[src/hw/rtl/bsla_pkg.sv]
// Shared types and constants for the beam sensor lateral align sequencer.
// No dependencies; used by the top level, its checker and the testbench.
`default_nettype none

package bsla_pkg;

	// Request codes
	typedef enum logic [1:0] {
		REQ_START = 2'd0,
		REQ_TICK  = 2'd1,
		REQ_STOP  = 2'd2
	} req_t;

	// Run states
	typedef enum logic [1:0] {
		ST_MANUAL   = 2'd0,
		ST_ALIGNING = 2'd1,
		ST_ARRIVED  = 2'd2,
		ST_FAULT    = 2'd3
	} run_state_t;

	// Error codes
	typedef enum logic [2:0] {
		ERR_NONE    = 3'd0,
		ERR_SENSOR  = 3'd1,
		ERR_TIMEOUT = 3'd2,
		ERR_BOTH    = 3'd3,
		ERR_YAW     = 3'd4
	} err_t;

	// Configuration register indexes
	localparam int CFG_IDX_W = 3;
	localparam logic [CFG_IDX_W-1:0] CFG_DEBOUNCE       = 3'd0;
	localparam logic [CFG_IDX_W-1:0] CFG_SETTLE         = 3'd1;
	localparam logic [CFG_IDX_W-1:0] CFG_TOTAL_TIMEOUT  = 3'd2;
	localparam logic [CFG_IDX_W-1:0] CFG_SENSOR_TIMEOUT = 3'd3;
	localparam logic [CFG_IDX_W-1:0] CFG_DRIVE_MAG      = 3'd4;

	localparam int CFG_DATA_W = 16;
	localparam int MAG_W      = 15;

	// Register values after reset
	localparam logic [15:0]      RST_DEBOUNCE       = 16'd200;
	localparam logic [15:0]      RST_SETTLE         = 16'd150;
	localparam logic [15:0]      RST_TOTAL_TIMEOUT  = 16'd2500;
	localparam logic [15:0]      RST_SENSOR_TIMEOUT = 16'd300;
	localparam logic [MAG_W-1:0] RST_DRIVE_MAG      = 15'd15;

	// Beam patterns
	localparam logic [1:0] PAT_CLEAR = 2'b00;
	localparam logic [1:0] PAT_LEFT  = 2'b01;
	localparam logic [1:0] PAT_RIGHT = 2'b10;

	// One request
	typedef struct packed {
		logic [1:0]  req_type;
		logic [31:0] now_ms;
		logic        imu_ok;
		logic        left_online;
		logic        right_online;
		logic [31:0] left_rx_ms;
		logic [31:0] right_rx_ms;
		logic        left_beam;
		logic        right_beam;
	} req_item_t;

	// One result
	typedef struct packed {
		logic               drive_valid;
		logic signed [15:0] drive_x;
		logic [1:0]         run_state_out;
		logic [2:0]         error_code;
		logic               manual_request;
	} result_item_t;

endpackage

`default_nettype wire

[src/hw/rtl/beam_sensor_lateral_align_sequencer.sv]
// An accepted request goes through the input register and then the result register.
// Throughput: one request per cycle unless the result channel stalls; all decisions are
// compares and 32-bit modular subtractions in a single stage between input and result registers.
// Reset: asynchronous, active low; clears run state, error, timing state and valid
// flags, and loads the configuration registers with their default values.
`default_nettype none

module beam_sensor_lateral_align_sequencer (
	input  wire                                     clk,
	input  wire                                     arst_n,
	// request channel
	input  wire                                     item_valid,
	output logic                                    item_stall,
	input  bsla_pkg::req_item_t                     item,
	// result channel
	output logic                                    result_valid,
	input  wire                                     result_stall,
	output bsla_pkg::result_item_t                  result,
	// configuration writes
	input  wire                                     cfg_we,
	input  wire  [bsla_pkg::CFG_IDX_W-1:0]          cfg_index,
	input  wire  [bsla_pkg::CFG_DATA_W-1:0]         cfg_data
);

	// Configuration registers
	logic [15:0]                  debounce_q;
	logic [15:0]                  settle_q;
	logic [15:0]                  total_timeout_q;
	logic [15:0]                  sensor_timeout_q;
	logic [bsla_pkg::MAG_W-1:0]   drive_mag_q;

	// Sequencer state
	bsla_pkg::run_state_t run_state_q, run_state_nxt;
	bsla_pkg::err_t       error_q, error_nxt;
	logic [31:0]          begin_time_q, begin_time_nxt;
	logic [31:0]          pattern_since_q, pattern_since_nxt;
	logic [1:0]           last_pattern_q, last_pattern_nxt;
	logic                 pattern_known_q, pattern_known_nxt;

	// Input stage
	logic                 valid_s1;
	bsla_pkg::req_item_t  item_s1;
	logic                 adv_s1;

	// Decode of the staged request
	logic [31:0]          left_age, right_age, run_age, stable_age;
	logic                 sensor_bad, run_timeout;
	logic [1:0]           pat;
	logic                 fresh_pat;
	logic                 settled, debounced;
	logic                 is_tick_aligning;

	bsla_pkg::result_item_t res_nxt;
	logic                   result_valid_q;
	bsla_pkg::result_item_t result_q;

	// Move the staged request on when the result register is free or being emptied
	assign adv_s1     = valid_s1 && (!result_valid_q || !result_stall);
	assign item_stall = valid_s1 && !adv_s1;

	// Configuration write port
	always_ff @(posedge clk or negedge arst_n) begin
		if (!arst_n) begin
			debounce_q       <= bsla_pkg::RST_DEBOUNCE;
			settle_q         <= bsla_pkg::RST_SETTLE;
			total_timeout_q  <= bsla_pkg::RST_TOTAL_TIMEOUT;
			sensor_timeout_q <= bsla_pkg::RST_SENSOR_TIMEOUT;
			drive_mag_q      <= bsla_pkg::RST_DRIVE_MAG;
		end else if (cfg_we) begin
			case (cfg_index)
				bsla_pkg::CFG_DEBOUNCE:       debounce_q       <= cfg_data;
				bsla_pkg::CFG_SETTLE:         settle_q         <= cfg_data;
				bsla_pkg::CFG_TOTAL_TIMEOUT:  total_timeout_q  <= cfg_data;
				bsla_pkg::CFG_SENSOR_TIMEOUT: sensor_timeout_q <= cfg_data;
				bsla_pkg::CFG_DRIVE_MAG:      drive_mag_q      <= cfg_data[bsla_pkg::MAG_W-1:0];
				default: ;
			endcase
		end
	end

	// Capture an accepted request
	always_ff @(posedge clk or negedge arst_n) begin
		if (!arst_n) begin
			valid_s1 <= 1'b0;
		end else if (!item_stall) begin
			valid_s1 <= item_valid;
		end
	end

	always_ff @(posedge clk) begin
		if (item_valid && !item_stall) begin
			item_s1 <= item;
		end
	end

	// Ages and checks, all modulo 2^32
	always_comb begin
		left_age   = item_s1.now_ms - item_s1.left_rx_ms;
		right_age  = item_s1.now_ms - item_s1.right_rx_ms;
		run_age    = item_s1.now_ms - begin_time_q;
		stable_age = item_s1.now_ms - pattern_since_q;
		sensor_bad = !item_s1.left_online || !item_s1.right_online ||
			(left_age > {16'd0, sensor_timeout_q}) ||
			(right_age > {16'd0, sensor_timeout_q});
		run_timeout = run_age > {16'd0, total_timeout_q};
		pat         = {item_s1.right_beam, item_s1.left_beam};
		fresh_pat   = !pattern_known_q || (pat != last_pattern_q);
		settled     = stable_age >= {16'd0, settle_q};
		debounced   = stable_age >= {16'd0, debounce_q};
		is_tick_aligning = (item_s1.req_type == bsla_pkg::REQ_TICK) &&
			(run_state_q == bsla_pkg::ST_ALIGNING);
	end

	// Next state
	always_comb begin
		run_state_nxt     = run_state_q;
		error_nxt         = error_q;
		begin_time_nxt    = begin_time_q;
		pattern_since_nxt = pattern_since_q;
		last_pattern_nxt  = last_pattern_q;
		pattern_known_nxt = pattern_known_q;
		case (item_s1.req_type)
			bsla_pkg::REQ_START: begin
				if (!item_s1.imu_ok) begin
					run_state_nxt = bsla_pkg::ST_FAULT;
					error_nxt     = bsla_pkg::ERR_YAW;
				end else begin
					begin_time_nxt    = item_s1.now_ms;
					pattern_since_nxt = item_s1.now_ms;
					pattern_known_nxt = 1'b0;
					run_state_nxt     = bsla_pkg::ST_ALIGNING;
					error_nxt         = bsla_pkg::ERR_NONE;
				end
			end
			bsla_pkg::REQ_STOP: begin
				run_state_nxt = bsla_pkg::ST_MANUAL;
				error_nxt     = bsla_pkg::ERR_NONE;
			end
			bsla_pkg::REQ_TICK: begin
				if (is_tick_aligning) begin
					if (sensor_bad) begin
						run_state_nxt = bsla_pkg::ST_FAULT;
						error_nxt     = bsla_pkg::ERR_SENSOR;
					end else if (run_timeout) begin
						run_state_nxt = bsla_pkg::ST_FAULT;
						error_nxt     = bsla_pkg::ERR_TIMEOUT;
					end else if (fresh_pat) begin
						last_pattern_nxt  = pat;
						pattern_since_nxt = item_s1.now_ms;
						pattern_known_nxt = 1'b1;
					end else if (pat == bsla_pkg::PAT_CLEAR) begin
						if (settled) begin
							run_state_nxt = bsla_pkg::ST_ARRIVED;
							error_nxt     = bsla_pkg::ERR_NONE;
						end
					end else if (debounced && pat != bsla_pkg::PAT_LEFT &&
						pat != bsla_pkg::PAT_RIGHT) begin
						run_state_nxt = bsla_pkg::ST_FAULT;
						error_nxt     = bsla_pkg::ERR_BOTH;
					end
				end
			end
			default: ;
		endcase
	end

	// Result fields
	always_comb begin
		res_nxt.drive_valid    = 1'b0;
		res_nxt.drive_x        = '0;
		res_nxt.manual_request = 1'b0;
		case (item_s1.req_type)
			bsla_pkg::REQ_STOP: begin
				res_nxt.manual_request = 1'b1;
			end
			bsla_pkg::REQ_TICK: begin
				if (is_tick_aligning) begin
					if (sensor_bad || run_timeout) begin
						res_nxt.manual_request = 1'b1;
					end else if (!fresh_pat) begin
						if (pat == bsla_pkg::PAT_CLEAR) begin
							res_nxt.manual_request = settled;
						end else if (debounced) begin
							if (pat == bsla_pkg::PAT_LEFT) begin
								res_nxt.drive_valid = 1'b1;
								res_nxt.drive_x     = $signed({1'b0, drive_mag_q});
							end else if (pat == bsla_pkg::PAT_RIGHT) begin
								res_nxt.drive_valid = 1'b1;
								res_nxt.drive_x     = -$signed({1'b0, drive_mag_q});
							end else begin
								res_nxt.manual_request = 1'b1;
							end
						end
					end
				end
			end
			default: ;
		endcase
		res_nxt.run_state_out = run_state_nxt;
		res_nxt.error_code    = error_nxt;
	end

	// Commit state when the request moves into the result register
	always_ff @(posedge clk or negedge arst_n) begin
		if (!arst_n) begin
			run_state_q     <= bsla_pkg::ST_MANUAL;
			error_q         <= bsla_pkg::ERR_NONE;
			begin_time_q    <= '0;
			pattern_since_q <= '0;
			last_pattern_q  <= '0;
			pattern_known_q <= 1'b0;
		end else if (adv_s1) begin
			run_state_q     <= run_state_nxt;
			error_q         <= error_nxt;
			begin_time_q    <= begin_time_nxt;
			pattern_since_q <= pattern_since_nxt;
			last_pattern_q  <= last_pattern_nxt;
			pattern_known_q <= pattern_known_nxt;
		end
	end

	// Result register: load on advance, drop valid once taken
	always_ff @(posedge clk or negedge arst_n) begin
		if (!arst_n) begin
			result_valid_q <= 1'b0;
		end else if (adv_s1) begin
			result_valid_q <= 1'b1;
		end else if (!result_stall) begin
			result_valid_q <= 1'b0;
		end
	end

	always_ff @(posedge clk) begin
		if (adv_s1) begin
			result_q <= res_nxt;
		end
	end

	assign result_valid = result_valid_q;
	assign result       = result_q;

endmodule

`default_nettype wire

[config.mk]
export PLATFORM = sky130hd
export DESIGN_NAME = beam_sensor_lateral_align_sequencer
export DESIGN_NICKNAME = d
export VERILOG_FILES = /design/src/hw/rtl/bsla_pkg.sv /design/src/hw/rtl/beam_sensor_lateral_align_sequencer.sv
export SDC_FILE = /design/constraint.sdc
export NUM_CORES = 1
export LEC_CHECK = 0
export BUFFER_PORTS_ARGS = -buffer_cell sky130_fd_sc_hd__buf_2
export CORE_MARGIN = 2
export CORE_UTILIZATION = 50
export CTS_BUF_LIST = sky130_fd_sc_hd__clkbuf_4
export DETAILED_ROUTE_END_ITERATION = 6
export PLACE_DENSITY = 0.67
export SLEW_MARGIN = 25
export SYNTH_ARGS = -nofsm -noshare
export SYNTH_HDL_FRONTEND = slang
export SYNTH_SLANG_ARGS = --single-unit
[constraint.sdc]
create_clock -name clk -period 6.12 [get_ports clk]
set_input_delay 0.306 -clock clk [delete_from_list [all_inputs] [get_ports clk]]
set_output_delay 0.306 -clock clk [all_outputs]
set_load 0.01 [all_outputs]
# ---- Word-level counts from Yosys, hierarchy flattened
# Cells that the tools add are included.
dict set report op_classes {
  addsub 5
  n_lt_le_gt_ge 5
  n_eq_ne 18
  mux 42
  n_bitwise 6
  n_reduce_logical 33
}
# operator count
set ops {}
lappend ops {{$mux 32} 5}
lappend ops {{$sub 32x32->32} 4}
lappend ops {{$gt 32x16->1} 3}
lappend ops {{$ge 32x16->1} 2}
lappend ops {{$pmux 32 s2} 1}
lappend ops {{$mux 17} 2}
lappend ops {{$mux 3} 8}
lappend ops {{$mux 2} 8}
lappend ops {{$neg 15->16} 1}
lappend ops {{$mux 1} 14}
lappend ops {{$ne 2x2->1 const B} 6}
lappend ops {{$reduce_and 2->1} 5}
lappend ops {{$pmux 3 s3} 1}
lappend ops {{$reduce_or 8->1} 1}
lappend ops {{$logic_not 1->1} 7}
lappend ops {{$reduce_and 7->1} 1}
lappend ops {{$eq 2x1->1 const B} 3}
lappend ops {{$eq 3x2->1 const B} 2}
lappend ops {{$logic_and 1x1->1} 6}
lappend ops {{$logic_or 1x1->1} 6}
lappend ops {{$not 1->1} 6}
lappend ops {{$pmux 2 s3} 1}
lappend ops {{$reduce_and 6->1} 1}
lappend ops {{$reduce_or 6->1} 1}
lappend ops {{10 further kinds} 14}
dict set report totals {
  regBits 279
  inputBits 127
  out_inout_bits 25
  wordCells 137
}

# ---- Logic depth before layout (Yosys ltp)
dict set report logic_depth {
  word_depth 11
  ltp_mapped 26
  mapped_depth_nobuf 25
}

# ---- Worst setup path before layout
# OpenSTA, ideal clock, no wires.
dict set report synth_timing {
  path_kind {reg2reg}
  startpoint {reg item_s1[69] (netlist name)}
  endpoint {reg pattern_since_q[10]}
  setup_time_ns 0.125
  arrival_ns 5.439
  slack_ns 0.556
  path_stages_with_launch 23
  path_buffers 1
  synth_period_minus_slack_ns 5.564
  path_cell_list {edfxtp_1 > inv_1 > ha_1 > inv_1 > fa_1 > a211oi_1 > o21ai_0 > a2111oi_1 > xnor2_1 > ha_1 > a21o_1 > a2111oi_0 > nor3_1 > o31a_1 > a41oi_1 > nand4_1 > a2111o_1 > nor4b_1 > and4_1 > and3_4 > o211ai_4 > buf_6 > mux2_4}
}
dict set report synth_via {
  elab_chain_len 6
  word_cells_on_any_way 11
  cone_classes {add/sub: 3; order compare: 3; eq/ne: 2; reduce/logical: 3}
}
# element line_no
set synth_lines {}
lappend synth_lines {{start: declaration} beam_sensor_lateral_align_sequencer.sv:42} ;# bsla_pkg::req_item_t item_s1;
lappend synth_lines {{start signal: assignment} beam_sensor_lateral_align_sequencer.sv:92} ;# item_s1 <= item;
lappend synth_lines {{$sub 32x32->32} beam_sensor_lateral_align_sequencer.sv:98} ;# left_age = item_s1.now_ms - item_s1.left_rx_ms;
lappend synth_lines {{$gt 32x16->1} beam_sensor_lateral_align_sequencer.sv:103} ;# (left_age > {16'd0, sensor_timeout_q}) ||
lappend synth_lines {{$logic_or 1x1->1} beam_sensor_lateral_align_sequencer.sv:102} ;# sensor_bad = !item_s1.left_online || !item_s1.right_online ||
lappend synth_lines {{$logic_or 1x1->1} beam_sensor_lateral_align_sequencer.sv:103}
lappend synth_lines {{$ne 2x2->1 (no source line)} n/a}
lappend synth_lines {{$reduce_and 7->1 (no source line) *} n/a}
lappend synth_lines {{end signal: assignment} beam_sensor_lateral_align_sequencer.sv:216} ;# pattern_since_q <= pattern_since_nxt;
lappend synth_lines {{end: declaration} beam_sensor_lateral_align_sequencer.sv:36} ;# logic [31:0] pattern_since_q, pattern_since_nxt;
# Every way passes the cells marked *; elsewhere a longest branch is shown, timed or not.
# A chain may end at the register's enable or synchronous reset.

# ---- Final worst setup path
dict set report layout_timing {
  startpoint {reg item_s1[69] (netlist name)}
  endpoint {reg pattern_since_q[11]}
}
# The elaborated chain is that of the path after synthesis.

==> summary.txt <==
STA
  – Slew margin rel.: 17.04%
  – Final count of hold timing violations: 0
  – Worst hold slack: 121.3 ps
  – Fin. max-slew vios: 0
  – RSZ-0062 raised after global routing: no
  – Worst Skew: roughly 34 ps
  – Setup TNS: 0 ps
  – Final period util: between 90% and 100%
  – Slew @ Worst Pin: 1241 ps
  – Final setup vio count: 0
  – Fin crit period: a little under 6000 ps
  – FMAX: 171.6 MHz

CTS
  – Sink Count: ~280
  – Clock root buffer: clkbuf_4
  – CTS Buf Count: 78
  – Later-pin clock latency in the skew report: 780 ps
  – Clk buf depth: 3
  – Clock slew at reported path FFs: 70 ps
  – CTS tree: done
  – Htree depth: 3

Setup path
  – Crit-path max FO: 16
  – CP Buf/Inv Count: 4
  – Worst path cell trace: inv_1 > ha_1 > inv_1 > fa_2 > a211oi_2 > o21ai_1 > a2111oi_2 > buf_4 > xnor2_1 > ha_1 > a21o_1 > a2111oi_4 > nor3_1 > o31a_1 > a41oi_1 > nand4_1 > a2111o_1 > nor4b_2 > and4_4 > and3_4 > o211ai_4 > buf_12 > mux2_4
  – Critical path class: flop to flop
  – Setup crit end kind: flop
  – Crit start category: flop
  – CP max stage cell: a2111o_1
  – CP Data Arrival Time: 6470 ps
  – Cell family with most CP delay: compound AO/OA/AOI/OAI gates
  – Crit path required time: 6760 ps
  – Peak per-stage delay on the critical path: about 420 ps

Synthesis
  – Most common cell in the netlist: inv_1
  – Count of unique library cells instantiated by Yosys: 81
  – Synth Register Bits: 279
  – Synth area leaders: edfxtp_1, dfrtp_1, ha_1
  – Synth cell count leaders: inv_1, nand2_1, ha_1
  – Syn nets: 2513
  – Ys flop type: dfrtp_1
  – Synthesized area: ~20000 um2
  – Yosys warnings: 0
  – Mapped Cells: 2170
  – Share of the synthesized area in the top cell type: 18.82%
  – EDFF count, synth: 126
  – Async S/R FF share, synth: 54.84%
  – Syn avg cell area: 9.264 um2
  – Area leader, netlist: edfxtp_1
  – Register area share after synthesis: 37.99%

Drt
  – WL/cell: 18.47 um
  – DRC Markers: 0
  – Routed met3 length: 2336 um
  – Wl on met1: 24930 um
  – DR vias/cell: around 5.7
  – DRT Pass-1 Iters: 7
  – Routed wire length: 57140 um
  – Initial DRC count: between 900 and 1k
  – Vias post-DR: between 15k and 20k
  – Met2 wire length: 27950 um
  – DR top layer: met4
  – Number of routed nets with antenna violations: 0

Cells and area
  – Syn-to-layout area delta: 19.48%
  – Layout Cells excl Fill: 3093
  – Share of post-route cells with drive strength above 1: 16.92%
  – Final Net Count: 2845
  – Filler instances: 3419

Hold path
  – Min-Delay Path Class: primary input to flop

Place
  – Port bufs: about 150
  – DP HPWL: 42990 um
  – RePlAce Congestion: ~0.97
  – DP Cell Count: 2820

Flow run
  – Max-Cap Viols: 0

Power
  – PwrDens: ~330 nW/um2
  – Worst vdd ir: between 0.00015 and 0.0002 V
  – P_leak: between 10 and 15 nW

Die
  – Core Region: slightly below 40000 um2
  – Die W: slightly above 200 um
  – Die area: between 40000 and 50000 um2
  – # IOs: 152
  – Row count: 73
  – Die H: just over 200 um
  – Initial Utilization: 50.60%

GRT
  – Total track usage: 27.25%
  – Vias in the first global route: ~18k
  – Initial antenna violation count: 1
  – Total grt overflow: 0
  – First-pass GRT wire length: 89550 um
  – Largest net degree at the start of global routing: 111

Status
  – Status: complete, no violations
final timing paths:
path	start	to	slack (ps)	cells past startpoint
worst max-delay path	item_s1[69]	pattern_since_q[11]	290	23
worst min-delay path	cfg_index[0]	drive_mag_q[0]	120	5
worst max register to register	item_s1[69]	pattern_since_q[11]	290	23
worst min register to register	valid_s1	result_valid	490	1
max in group asynchronous	arst_n	last_pattern_q[0]	4840	3
min in group asynchronous	arst_n	debounce_q[4]	200	2
tightest hold or removal path, delay by kind of cell:
| family | cells | cell delay [ps] |
|---|---|---|
| compound gates | 1 | 70 |
| buf+inv | 2 | 360 |
| simple gates | 2 | 150 |
sequential cells by signal, indices dropped and copies added, names as in the netlist:
signal / count
debounce_q: 16
result: 23
error_q: 3
total_timeout_q: 16
pattern_since_q: 32
drive_mag_q: 15
valid_s1: 1
last_pattern_q: 2
result_valid: 1
item_s1: 103
pattern_known_q: 1
begin_time_q: 32
settle_q: 16
sensor_timeout_q: 16
run_state_q: 2
cell type report:
class	count	area, um2	area share, %
Tap cell	525	656.9	2.735
Clock inverter	34	282.8	1.177
Multi-Input combinational cell	1616	11520	47.95
Timing Repair Buffer	306	2270	9.449
Inverter	221	829.5	3.454
Antenna cell	3	7.507	0.03125
Sequential cell	279	7637	31.80
Clock buffer	109	818.3	3.407
where the power goes:
group | switching [mW] | total, mW | leakage, nW | internal, mW
combinational | 2.04 | 3.53 | 7.07 | 1.49
sequential | 0.164 | 2.46 | 3.04 | 2.30
clock | 0.843 | 1.89 | 0.642 | 1.04
per-stage QoR:
step | instance area, um2 | power, mW | util [%] | setup slack (ps)
4_1_cts | 23900 | 7.863 | 60.16 | 58.34
6_report | 24020 | 7.881 | 60.45 | 292.0
2_1_floorplan | 20100 | 4.974 | - | 556.3
5_1_grt | 24020 | 8.483 | 60.45 | 58.27
3_3_place_gp | 21560 | 5.785 | 54.27 | 87.78
3_5_place_dp | 21560 | 5.873 | 54.27 | -144.2
cell families (layout without fill, tap and decap cells):
group,after synthesis,in the layout,share of synthesized area [%]
AOI/OAI and AO/OA,637,637,19.94
and+or+nand+nor,590,590,14.22
DFF,279,279,37.99
buffers and inverters,275,670,5.259
adders and majority gates,216,216,13.59
xor gates and xnor gates,93,93,4.052
muxes,80,80,4.948
other,0,3,0
cells in the final DEF, fill, tap and decap left out, drive strengths merged, types with 18 or more instances in the layout:
cell / count
a21o: 48
buf: 181
nand2: 215
o21a: 35
dfrtp: 133
nand4: 37
a211oi: 25
nor2: 123
a21oi: 171
xor2: 36
xnor2: 57
and2: 19
a31oi: 18
mux2: 68
clkinv: 29
o211ai: 26
o21ai: 193
edfxtp: 126
dfstp: 20
nand2b: 24
nor3: 34
dlygate4sd3: 123
nor4: 19
clkbuf: 111
nand3: 34
ha: 212
inv: 221
routing by layer:
metal | global-route usage [%] | up-vias
li1 | - | 8599
met1 | 33.76 | 8328
met2 | 47.36 | 480
met4 | 11.21 | 0
met3 | 4.200 | 121
met5 | 0 | -
what timing repair did:
item | 4_1_cts | 5_1_grt
setup buffers | 0 | 2
gates resized for setup | 3 | 10
hold buffers | 123 | 0
pin swaps | 0 | 5
gates cloned | 0 | 2
endpoints found under the hold margin | 279 | 0
setup endpoints to repair | 47 | 61
Note: power is estimated with default switching activity, not from simulation.
